==> src/sv/rcg_pkg.sv <==
// Shared constants, codes and handshake structs for the merge sort tree range counter.
// Used by rcg_ctrl, rcg_dp and range_count_greater_than_unit; depends on nothing.
package rcg_pkg;

  localparam int MAX_N       = 1024;
  localparam int IDX_W       = 10;               // element index
  localparam int LEN_W       = 11;               // length, counts, node sizes
  localparam int NODE_W      = 11;               // tree node index, 1..2*MAX_N-1
  localparam int NODES       = 2 * MAX_N;
  localparam int VAL_W       = 32;
  localparam int STORE_DEPTH = 11 * MAX_N;       // sum of all node list sizes
  localparam int ADDR_W      = 14;

  localparam logic [1:0] REQ_LOAD  = 2'd0;
  localparam logic [1:0] REQ_BUILD = 2'd1;
  localparam logic [1:0] REQ_QUERY = 2'd2;

  localparam logic [1:0] STAT_OK      = 2'd0;
  localparam logic [1:0] STAT_BOUNDS  = 2'd1;
  localparam logic [1:0] STAT_UNBUILT = 2'd2;

  localparam int OP_W = 5;
  localparam logic [OP_W-1:0] OP_CLR     = 5'd0;
  localparam logic [OP_W-1:0] OP_IDLE    = 5'd1;
  localparam logic [OP_W-1:0] OP_SZ_RD   = 5'd2;
  localparam logic [OP_W-1:0] OP_SZ_WR   = 5'd3;
  localparam logic [OP_W-1:0] OP_ST_RD   = 5'd4;
  localparam logic [OP_W-1:0] OP_ST_WR   = 5'd5;
  localparam logic [OP_W-1:0] OP_LF_RD   = 5'd6;
  localparam logic [OP_W-1:0] OP_LF_WR   = 5'd7;
  localparam logic [OP_W-1:0] OP_MG_RD   = 5'd8;
  localparam logic [OP_W-1:0] OP_MG_RD2  = 5'd9;
  localparam logic [OP_W-1:0] OP_MG_SET  = 5'd10;
  localparam logic [OP_W-1:0] OP_MS_RD   = 5'd11;
  localparam logic [OP_W-1:0] OP_MS_WR   = 5'd12;
  localparam logic [OP_W-1:0] OP_FIN     = 5'd13;
  localparam logic [OP_W-1:0] OP_Q_TEST  = 5'd14;
  localparam logic [OP_W-1:0] OP_Q_RCHK  = 5'd15;
  localparam logic [OP_W-1:0] OP_Q_SHIFT = 5'd16;
  localparam logic [OP_W-1:0] OP_NRD     = 5'd17;
  localparam logic [OP_W-1:0] OP_NSET    = 5'd18;
  localparam logic [OP_W-1:0] OP_BCHK    = 5'd19;
  localparam logic [OP_W-1:0] OP_BCMP    = 5'd20;
  localparam logic [OP_W-1:0] OP_OUT     = 5'd21;

  typedef struct packed {
    logic [OP_W-1:0] op;
    logic            accept;
  } cmd_t;

  typedef struct packed {
    logic is_build;
    logic is_query;
    logic q_direct;   // query answered without a tree walk
    logic clr_last;
    logic i_one;
    logic i_top;
    logic one_elem;
    logic ms_done;
    logic l_lt_r;
    logic l_odd;
    logic r_odd;
    logic lo_lt_hi;
    logic out_free;
  } stat_t;

endpackage

==> src/sv/rcg_ctrl.sv <==
// Sequencer of the range counter: clear pass, build phases, query walk, output.
// Depends on rcg_pkg; issues one command a cycle to rcg_dp.
module rcg_ctrl (
  input  logic           clk,
  input  logic           rst,
  input  logic           in_valid,
  output logic           in_stall,
  input  logic [1:0]     req_type,
  input  rcg_pkg::stat_t stat,
  output rcg_pkg::cmd_t  cmd
);

  logic [rcg_pkg::OP_W-1:0] state, state_next;
  logic ret, ret_next;   // after a node search: 0 checks the right edge, 1 shifts

  assign in_stall   = state != rcg_pkg::OP_IDLE;
  assign cmd.op     = state;
  assign cmd.accept = in_valid && !in_stall;

  always_comb begin
    state_next = state;
    ret_next   = ret;
    case (state)
      rcg_pkg::OP_CLR: if (stat.clr_last) state_next = rcg_pkg::OP_IDLE;
      rcg_pkg::OP_IDLE: begin
        if (cmd.accept && stat.is_build) begin
          state_next = rcg_pkg::OP_SZ_RD;
        end else if (cmd.accept && stat.is_query) begin
          state_next = stat.q_direct ? rcg_pkg::OP_OUT : rcg_pkg::OP_Q_TEST;
        end
      end
      rcg_pkg::OP_SZ_RD: state_next = rcg_pkg::OP_SZ_WR;
      rcg_pkg::OP_SZ_WR: state_next = stat.i_one ? rcg_pkg::OP_ST_RD : rcg_pkg::OP_SZ_RD;
      rcg_pkg::OP_ST_RD: state_next = rcg_pkg::OP_ST_WR;
      rcg_pkg::OP_ST_WR: state_next = stat.i_top ? rcg_pkg::OP_LF_RD : rcg_pkg::OP_ST_RD;
      rcg_pkg::OP_LF_RD: state_next = rcg_pkg::OP_LF_WR;
      rcg_pkg::OP_LF_WR: begin
        if (stat.i_top) begin
          state_next = stat.one_elem ? rcg_pkg::OP_FIN : rcg_pkg::OP_MG_RD;
        end else begin
          state_next = rcg_pkg::OP_LF_RD;
        end
      end
      rcg_pkg::OP_MG_RD:  state_next = rcg_pkg::OP_MG_RD2;
      rcg_pkg::OP_MG_RD2: state_next = rcg_pkg::OP_MG_SET;
      rcg_pkg::OP_MG_SET: state_next = rcg_pkg::OP_MS_RD;
      rcg_pkg::OP_MS_RD:  state_next = rcg_pkg::OP_MS_WR;
      rcg_pkg::OP_MS_WR: begin
        if (stat.ms_done) begin
          state_next = stat.i_one ? rcg_pkg::OP_FIN : rcg_pkg::OP_MG_RD;
        end else begin
          state_next = rcg_pkg::OP_MS_RD;
        end
      end
      rcg_pkg::OP_FIN: state_next = rcg_pkg::OP_IDLE;
      rcg_pkg::OP_Q_TEST: begin
        if (!stat.l_lt_r) begin
          state_next = rcg_pkg::OP_OUT;
        end else if (stat.l_odd) begin
          state_next = rcg_pkg::OP_NRD;
          ret_next   = 1'b0;
        end else begin
          state_next = rcg_pkg::OP_Q_RCHK;
        end
      end
      rcg_pkg::OP_Q_RCHK: begin
        if (stat.r_odd) begin
          state_next = rcg_pkg::OP_NRD;
          ret_next   = 1'b1;
        end else begin
          state_next = rcg_pkg::OP_Q_SHIFT;
        end
      end
      rcg_pkg::OP_Q_SHIFT: state_next = rcg_pkg::OP_Q_TEST;
      rcg_pkg::OP_NRD:     state_next = rcg_pkg::OP_NSET;
      rcg_pkg::OP_NSET:    state_next = rcg_pkg::OP_BCHK;
      rcg_pkg::OP_BCHK: begin
        if (stat.lo_lt_hi) begin
          state_next = rcg_pkg::OP_BCMP;
        end else begin
          state_next = ret ? rcg_pkg::OP_Q_SHIFT : rcg_pkg::OP_Q_RCHK;
        end
      end
      rcg_pkg::OP_BCMP: state_next = rcg_pkg::OP_BCHK;
      rcg_pkg::OP_OUT:  if (stat.out_free) state_next = rcg_pkg::OP_IDLE;
      default: state_next = rcg_pkg::OP_IDLE;
    endcase
  end

  always_ff @(posedge clk) begin
    if (rst) begin
      state <= rcg_pkg::OP_CLR;
      ret   <= 1'b0;
    end else begin
      state <= state_next;
      ret   <= ret_next;
    end
  end

  a_build_start: assert property (@(posedge clk) disable iff (rst)
    (cmd.accept && req_type == rcg_pkg::REQ_BUILD) |=> state == rcg_pkg::OP_SZ_RD)
    else $error("accepted build did not start the size phase");
  a_query_exit: assert property (@(posedge clk) disable iff (rst)
    (state == rcg_pkg::OP_Q_TEST && !stat.l_lt_r) |=> state == rcg_pkg::OP_OUT)
    else $error("finished walk did not reach the output step");
  a_out_hold: assert property (@(posedge clk) disable iff (rst)
    (state == rcg_pkg::OP_OUT && !stat.out_free) |=> state == rcg_pkg::OP_OUT)
    else $error("result step left while the output register was full");

endmodule

==> config.mk <==
export PLATFORM = sky130hd
export DESIGN_NAME = rcg_ctrl
export DESIGN_NICKNAME = d
export VERILOG_FILES = /design/src/sv/rcg_pkg.sv /design/src/sv/rcg_ctrl.sv
export SDC_FILE = /design/constraint.sdc
export NUM_CORES = 1
export LEC_CHECK = 0
export ABC_AREA = 1
export BUFFER_PORTS_ARGS = -buffer_cell sky130_fd_sc_hd__clkbuf_2
export CAP_MARGIN = 20
export CORE_UTILIZATION = 44
export DETAILED_ROUTE_END_ITERATION = 6
export PLACE_DENSITY_LB_ADDON = 0.08
export SYNTH_ARGS = -nofsm -noshare
export SYNTH_HDL_FRONTEND = slang
export SYNTH_SLANG_ARGS = --single-unit
==> constraint.sdc <==
create_clock -name clk -period 1.3 [get_ports clk]
set_clock_uncertainty 0.05 [all_clocks]
set_input_delay 0.26 -clock clk [delete_from_list [all_inputs] [get_ports clk]]
set_output_delay 0.26 -clock clk [all_outputs]
set_load 0.02 [all_outputs]
; After elaboration in Yosys (flattened, before gate mapping)
; Cells that the tools add are included.
[totals]
reg_bits = 6
input_bits = 18
output_inout_bits = 7
wordCells = 59
[classes]
eq_ne = 27
n_mux = 21
reduce_logical = 9
[ops]
columns = cell, n
row1 = 5-bit case mux with 20 select lines, 1
row2 = 5-bit two-way mux, 9
row3 = "5-bit by 4-bit equality test with 1-bit output, second input constant", 7
row4 = "5-bit equality test, second input constant", 6
row5 = "5-bit by 3-bit equality test with 1-bit output, second input constant", 4
row6 = 3-bit two-way mux, 4
row7 = "5-bit by 2-bit equality test with 1-bit output, second input constant", 2
row8 = "2-bit != test, second input constant", 5
row9 = "5-bit by 1-bit equality test with 1-bit output, second input constant", 1
row10 = 5-bit logical NOT, 1
row11 = "5-bit by 1-bit != test with 1-bit output, second input constant", 1
row12 = 1-bit two-way mux, 4
row13 = 4-bit two-way mux, 1
row14 = 4-bit AND reduction, 1
row15 = 1-bit logical AND, 3
row16 = "3-bit != test, second input constant", 1
row17 = 3-bit AND reduction, 1
row18 = 2-bit two-way mux, 1
row19 = 1-bit case mux with 2 select lines, 1
row20 = 2-bit nonzero test, 1
row21 = 2-bit OR reduction, 1
row22 = 1-bit logical NOT, 1

; Longest topological paths before layout
; Gate-level depths: netlist (run 1).
[depth]
depth_word = 7
ltp_mapped = 11
ltp_nobuf = 11

; Worst setup path before layout (run 1)
; Ideal clock, no wire load.
[synth_path]
path_kind = reg-to-reg
from = register state[0] (netlist bit)
to = register state[1] (netlist bit)
setup_time_ns = 0.064
t_arrival_ns = 1.464
required_ns = 1.186
slack_ns = -0.278
stages_incl_launch_ff = 11
n_path_buf = 0
path_cell_list = dfxtp_1 -> nand2_1 -> nor2_2 -> nand2_2 -> nor2_2 -> nand2_1 -> nand2_1 -> nor2_1 -> nand2_1 -> nand2_1 -> nor2_1
[synth_lines]
columns = element, line_no
row1 = from (decl), rcg_ctrl.sv:13  ; logic [rcg_pkg::OP_W-1:0] state, state_next;
row2 = from (signal assigned), rcg_ctrl.sv:92  ; state <= rcg_pkg::OP_CLR;
row3 = from (signal assigned), rcg_ctrl.sv:95  ; state <= state_next;

; Worst setup path after layout (run 1)
[layout_path]
from = register state[2] (netlist bit)
to = register state[0] (netlist bit)
[layout_via]
elab_chain_cells = 6
elab_cells_between_ends = 33
classes_between = eq/ne (24) / mux (2) / reduce/logical (7)
[layout_rtl]
columns = element, line_no
row1 = 5-bit by 1-bit != test with 1-bit output, rcg_ctrl.sv:16  ; assign in_stall = state != rcg_pkg::OP_IDLE;
row2 = 1-bit logical NOT, rcg_ctrl.sv:18  ; assign cmd.accept = in_valid && !in_stall;
row3 = 1-bit logical AND, rcg_ctrl.sv:18
row4 = "1-bit logical AND, on equally long branches", "rcg_ctrl.sv:26, rcg_ctrl.sv:28"
row5 = 5-bit two-way mux or 3-bit != test (tied branches), n/a
row6 = 5-bit case mux with 20 select lines or 3-bit AND reduction (tied branches), n/a
; Parallel ways exist; a longest one is shown, timed or not.
; A chain may end at the register's enable or synchronous reset.

==> results of run 1 <==
==> metrics by stage <==
stage / setup WS (ns) / utilization, % / power (W) / std cells / hold WS [ns]
after floorplan: -0.0584 / - / 0.00140 / 150 / 0.269
after global placement: -0.187 / 66.8 / 0.00197 / 203 / 0.423
after detailed placement: -0.205 / 66.8 / 0.00199 / 203 / 0.436
after CTS: -0.213 / 75.9 / 0.00255 / 216 / 0.179
after global routing: -0.343 / 84.6 / 0.00324 / 221 / 0.205
final: -0.289 / 84.6 / 0.00307 / 221 / 0.183
==> final cells by class <==
type | instances | area (µm²) | area share, %
Timing Repair Buffer | 51 | 378 | 28.7
Tap cell | 16 | 20.0 | 1.52
Sequential cell | 6 | 139 | 10.5
Inverter | 19 | 73.8 | 5.60
Clock buffer | 4 | 26.3 | 1.99
Multi-Input combinational cell | 125 | 682 | 51.7
==> cell usage in the layout (no fill, tap or decap), types with 6 or more instances in the layout <==
master,netlist,layout
sky130_fd_sc_hd__nand2_1,54,48
sky130_fd_sc_hd__nor2_1,27,21
sky130_fd_sc_hd__clkbuf_2,0,20
sky130_fd_sc_hd__buf_4,0,20
sky130_fd_sc_hd__inv_1,16,12
sky130_fd_sc_hd__nand3_1,14,12
sky130_fd_sc_hd__buf_6,1,10
sky130_fd_sc_hd__nor2_4,2,9
sky130_fd_sc_hd__inv_2,3,6
==> logic make-up after synthesis <==
group                  Yosys count  synth area share [%]
AO/OA/AOI/OAI                   15                  11.3
buffers and inverters           20                  10.8
flip-flops                       6                  15.7
AND/OR/NAND/NOR                109                  62.3
==> worst max-delay path, delay by kind of cell, from the launching register on <==
| family | cells | cell delay (ns) |
|---|---|---|
| buffers and inverters | 1 | 0.05 |
| AO/OA/AOI/OAI | 1 | 0.17 |
| AND/OR/NAND/NOR | 8 | 0.83 |
| flip-flops | 1 | 0.37 |
==> power breakdown <==
part | total [W] | switching [W] | internal (W)
clock | 0.000205 | 0.0000878 | 0.000118
combinational | 0.00244 | 0.00132 | 0.00112
sequential | 0.000425 | 0.000146 | 0.000280
==> repair_timing <==
item	in CTS	in global routing
buffers inserted	8	5
setup endpoints to repair	8	8
resized for setup	13	32
pin swaps	5	9
gates cloned	1	0
==> layer usage <==
layer | vias to the layer above | GRT usage [%] | part of all wire, % | wire length [µm]
met5 | - | 0 | 0 | 0
met4 | 0 | 15.0 | 4.9 | 167
met3 | 28 | 8.75 | 11 | 383
met2 | 91 | 49.9 | 48 | 1620
li1 | 587 | - | - | -
met1 | 561 | 36.8 | 36 | 1230
==> worst max path at each step <==
stage                                       end  slack (ns)  cells past startpoint
after CTS                                cmd[0]       -0.21                      5
after floorplan           state[3]$_SDFFE_PP0P_       -0.06                     10
after global routing      state[0]$_SDFFE_PP0P_       -0.34                     10
after global placement    state[0]$_SDFFE_PP0P_       -0.19                      9
final                     state[0]$_SDFFE_PP0P_       -0.29                     10
after detailed placement  state[0]$_SDFFE_PP0P_       -0.21                      9
==> sequential cells by signal (all words and copies together) (netlist names) <==
| signal | count |
|---|---|
| state | 5 |
| ret | 1 |
==> impl_metrics.csv, run 1 <==
group,metric,value,unit
status,outcome,"finished with violations",
status,failed_checks,"DRC, setup timing",
cts,tritoncts,"done",
timing,totalNegativeSetupSlack,-1.49,ns
timing,tightestPinTransition,0.288,ns
timing,setup_violations,8,
placed_design,detailed_place.area,1040,µm²
cts,ctsRootBufferMaster,"sky130_fd_sc_hd__clkbuf_4",
global_route,grt_max_degree,10,
floorplanning,start_util,49.1,%
power_and_ir_drop,maximum_vdd_ir_drop,0.00186,V
timing,post_layout_min_period,1.59,ns
yosys,synth_edf_count,0,
placed_design,portBuffers,22,
cts,ctsLongestPathBuffers,2,
yosys,fraction_of_post_synthesis_cell_area_in_the_top_cell_type_by_area,26.5,%
worst_hold_path,min_path_type,"input pin to flip-flop",
global_route,first_global_vias,1084,
cts,htree_num_levels,1,
flow_run,max-cap-violations,0,
yosys,post_synth_num_cell_types,19,
routing,detail_route.wl_per_cell,15.4,µm
critical_path,critical_path.cell_chain,"inv_2, nor2_4, nand2_1, nand2_1, nand2_1, nand2_1, nor2_1, nand2_1, nand2_1, o21a_1",
placed_design,gp_congestion,0.912,
critical_path,minimum_setup_slack_among_reg_to_reg_paths,-0.29,ns
yosys,ys_seq_elements,6,
critical_path,timing.critical_path.fanout_max,7,
layout,filler_cell_count,103,
yosys,yosysMostFrequentCell,"sky130_fd_sc_hd__nand2_1",
yosys,synth_top_cells_by_count,"sky130_fd_sc_hd__nand2_1 (54), sky130_fd_sc_hd__nor2_1 (27), sky130_fd_sc_hd__inv_1 (16)",
critical_path,cpMostUsedCell,"sky130_fd_sc_hd__nand2_1",
yosys,post-synth-top-area-cell,"sky130_fd_sc_hd__nand2_1",
floorplanning,die-width,43.7,µm
cts,numCtsBuffers,3,
routing,drt-pass1-iter-count,6,
timing,max_clock_freq,0.629,GHz
timing,timing.final.crit_share,122,%
routing,drcViolationCount,2,
routing,drtIter0Drc,90,
floorplanning,floorplan.die_area,1910,µm²
critical_path,timing.critical_path.from_type,"flip-flop",
timing,final_hold_viol_count,0,
yosys,netlist_instances,150,
global_route,grt_remaining_overflow,0,
timing,finalWorstSetupSlack,-0.289,ns
critical_path,critical_path_class,"flip-flop to flip-flop",
layout,drive_above_1_share,44.9,%
yosys,synthesis.nets,168,
critical_path,reg2reg_to,"state[0]$_SDFFE_PP0P_",
power_and_ir_drop,power_leakage,0.709,nW
layout,syn2layout_area_growth,72.2,%
timing,timing.final.max_slew_violations,0,
yosys,syn_area,766,µm²
yosys,ys_top_cells_by_area,"sky130_fd_sc_hd__nand2_1 (26%), sky130_fd_sc_hd__dfxtp_1 (16%), sky130_fd_sc_hd__nor2_1 (13%)",
worst_hold_path,timing.hold.worst_path_depth,2,
cts,clkSlewWorstSetupHoldPaths,0.05,ns
placed_design,dpl.hpwl,1870,µm
critical_path,worstPathRequired,1.40,ns
critical_path,ff2ff_path_depth,10,
critical_path,worst_path_largest_cell_delay,0.37,ns
global_route,grt_pass1_wl,4350,µm
timing,timing.slew.headroom,80.6,%
floorplanning,placeableCoreArea,1560,µm²
worst_hold_path,holdCritStartpoint,"rst",
timing,rsz0062_at_grt,"true",
yosys,postSynthAreaPerCell,5.10,µm²
layout,design_area,1320,µm²
layout,antenna_cells,0,
global_route,globalRouteTotalUtil,30.7,%
critical_path,worstPathArrival,1.69,ns
critical_path,regToRegStartpoint,"state[2]$_SDFFE_PP0P_",
critical_path,critPathSlowestCell,"sky130_fd_sc_hd__dfxtp_4",
floorplanning,ios,25,
routing,route.antenna.remaining_nets,0,
power_and_ir_drop,power-per-cell-area,2330,nW/µm²
yosys,ys.warnings.count,0,
floorplanning,floorplan.die.height,43.7,µm
critical_path,cp-end-kind,"flip-flop",
critical_path,crit_start,"state[2]$_SDFFE_PP0P_",
layout,nets,224,
routing,via_cell_ratio,5.73,
cts,num_clock_sinks,6,
floorplanning,core.rowCount,14,
yosys,yosys_most_used_dff,"sky130_fd_sc_hd__dfxtp_1",
worst_hold_path,end_point_of_the_worst_hold_path,"state[4]$_SDFFE_PP0P_",
routing,routed-via-count,1267,
yosys,ys_async_sr_fraction,0,%
global_route,grt_antenna_before_repair,0,
yosys,synth_seq_area_share,15.7,%
cts,holdBufCountCts,0,
cts,clock_latency,0.26,ns
routing,wl,3400,µm
Power figures use the tool's default switching activity.
==> inputs of run 2 (changes only) <==
--- a/constraint.sdc
+++ b/constraint.sdc
@@ -4,2 +4,2 @@
 set_output_delay 0.26 -clock clk [all_outputs]
-set_load 0.02 [all_outputs]
+set_load 0.005 [all_outputs]
==> impl_metrics.csv, run 2 (synthesized netlist as in run 1, its figures left out) <==
group,metric,value,unit
timing,timing.final.crit_share,115,%
timing,post_layout_min_period,1.49,ns
critical_path,critical_path.cell_chain,"buf_4, nand2_2, nor2_4, nand3_2, nand2_1, nor2_1, nand3_1, o21a_1",
cts,clock_latency,0.26,ns
layout,most_common_cell_after_layout_fill_and_taps_aside,"sky130_fd_sc_hd__nand2_1",
floorplanning,die-width,43.7,µm
routing,via_cell_ratio,5.48,
cts,htree_num_levels,1,
layout,largest_register_ffs,5,
global_route,globalRouteTotalUtil,29.8,%
cts,numCtsBuffers,3,
critical_path,worstPathRequired,1.39,ns
routing,drtIter0Drc,53,
placed_design,detailedPlace.worstSlack,-0.154,ns
global_route,grt_remaining_overflow,0,
timing,final_hold_viol_count,0,
flow_run,max-cap-violations,0,
global_route,grt_max_degree,11,
cts,tritoncts,"done",
critical_path,worstPathArrival,1.58,ns
floorplanning,placeableCoreArea,1560,µm²
routing,route.antenna.remaining_nets,0,
placed_design,portBuffers,22,
critical_path,timing.critical_path.fanout_max,5,
layout,syn2layout_area_growth,65.9,%
cts,ctsLongestPathBuffers,2,
timing,max_clock_freq,0.672,GHz
routing,drt-pass1-iter-count,6,
power_and_ir_drop,power-per-cell-area,2130,nW/µm²
timing,totalNegativeSetupSlack,-1.15,ns
timing,timing.slew.headroom,83.8,%
timing,timing.final.max_slew_violations,0,
critical_path,critical_path_class,"flip-flop to flip-flop",
critical_path,worst_path_largest_cell_delay,0.36,ns
global_route,grt_pass1_wl,4260,µm
layout,drive_above_1_share,47.0,%
power_and_ir_drop,power_leakage,0.669,nW
placed_design,dpl.hpwl,1940,µm
floorplanning,ios,25,
floorplanning,core.rowCount,14,
status,outcome,"finished with violations",
timing,tightestPinTransition,0.243,ns
floorplanning,start_util,49.1,%
layout,leading_cell_types_in_the_layout_fill_and_taps_excluded,"sky130_fd_sc_hd__nand2_1 (44), sky130_fd_sc_hd__clkbuf_2 (22), sky130_fd_sc_hd__buf_4 (21), sky130_fd_sc_hd__nor2_1 (17)",
power_and_ir_drop,maximum_vdd_ir_drop,0.00167,V
critical_path,cp-end-kind,"flip-flop",
layout,filler_cell_count,114,
layout,registers.top_by_ff_count,"state",
floorplanning,floorplan.die_area,1910,µm²
routing,wl,2980,µm
status,failed_checks,"DRC, setup timing",
global_route,first_global_vias,1014,
worst_hold_path,min_path_type,"input pin to flip-flop",
layout,antenna_cells,0,
critical_path,critPathSlowestCell,"sky130_fd_sc_hd__dfxtp_4",
cts,clkSlewWorstSetupHoldPaths,0.06,ns
layout,layout.core_utilization,81.5,%
placed_design,gp_congestion,0.898,
layout,largest_registers,"state (5), ret (1)",
routing,drcViolationCount,1,
routing,routed-via-count,1194,
global_route,grt_antenna_before_repair,0,
timing,rsz0062_at_grt,"true",
cts,num_clock_sinks,6,
layout,nets,222,
cts,ctsRootBufferMaster,"sky130_fd_sc_hd__clkbuf_4",
critical_path,timing.critical_path.from_type,"flip-flop",
routing,detail_route.wl_per_cell,13.6,µm
timing,setup_violations,8,
floorplanning,floorplan.die.height,43.7,µm
timing,finalWorstSetupSlack,-0.189,ns
-- run 2: changes by cell type in the layout (fill, tap and decap cells not counted), sizes merged --
cell / before / now
clkbuf: 24 / 25
buf: 31 / 27
-- run 2: report_power, final --
part           internal [W]  leakage, nW  total (W)  switching (W)
Clock              0.000106       0.0138   0.000192      0.0000865
Sequential         0.000279       0.0525   0.000397       0.000118
Combinational      0.000996        0.602    0.00212        0.00112
-- run 2: cell type report --
class                      count  area [µm²]  share of cell area [%]
timing repair buffer          49         344                    27.1
clock buffer                   3        22.5                    1.77
inverter                      19        71.3                    5.62
sequential                     6         139                    10.9
multi-input combinational    125         673                    53.0
tap                           16        20.0                    1.58
-- run 2: final timing paths --
check,end,depth (start not counted),slack [ns],start
setup / recovery,state[0]$_SDFFE_PP0P_,8,-0.19,state[1]$_SDFFE_PP0P_
hold / removal,state[1]$_SDFFE_PP0P_,2,0.18,rst
setup reg to reg,state[0]$_SDFFE_PP0P_,8,-0.19,state[1]$_SDFFE_PP0P_
hold reg to reg,ret$_SDFFE_PP0P_,2,0.44,ret$_SDFFE_PP0P_
-- run 2: per-stage QoR --
stage / hold WS [ns] / cells / power, W / instance area [µm²]
6_report: 0.183 / 218 / 0.00271 / 1270
5_1_grt: 0.202 / 218 / 0.00290 / 1270
4_1_cts: 0.178 / 213 / 0.00232 / 1130
3_5_place_dp: 0.427 / 201 / 0.00186 / 1020
3_3_place_gp: 0.423 / 201 / 0.00183 / 1020
2_1_floorplan: 0.272 / 150 / 0.00123 / 779
-- run 2: per-layer routing --
layer | track usage, % | part of all wire [%] | vias to the layer above
met4 | 6.25 | 2.4 | 0
met5 | 0 | 0 | -
li1 | - | - | 580
met3 | 4.58 | 7.3 | 12
met1 | 36.6 | 38 | 526
met2 | 54.3 | 52 | 76
-- run 2: repair_timing --
action                                  CTS  global route
hold buffers                              0             0
gates cloned                              0             1
resized for setup                         8            35
setup buffers                             9             4
endpoints found under the setup margin    8             8
pin swaps                                 4            19
-- run 2: worst max-delay path, delay by kind of cell, from the launching register on --
kind / cells / cell delay (ns)
AND/OR/NAND/NOR: 6 / 0.63
flip-flops: 1 / 0.36
AO/OA/AOI/OAI: 1 / 0.18
buffers and inverters: 1 / 0.14
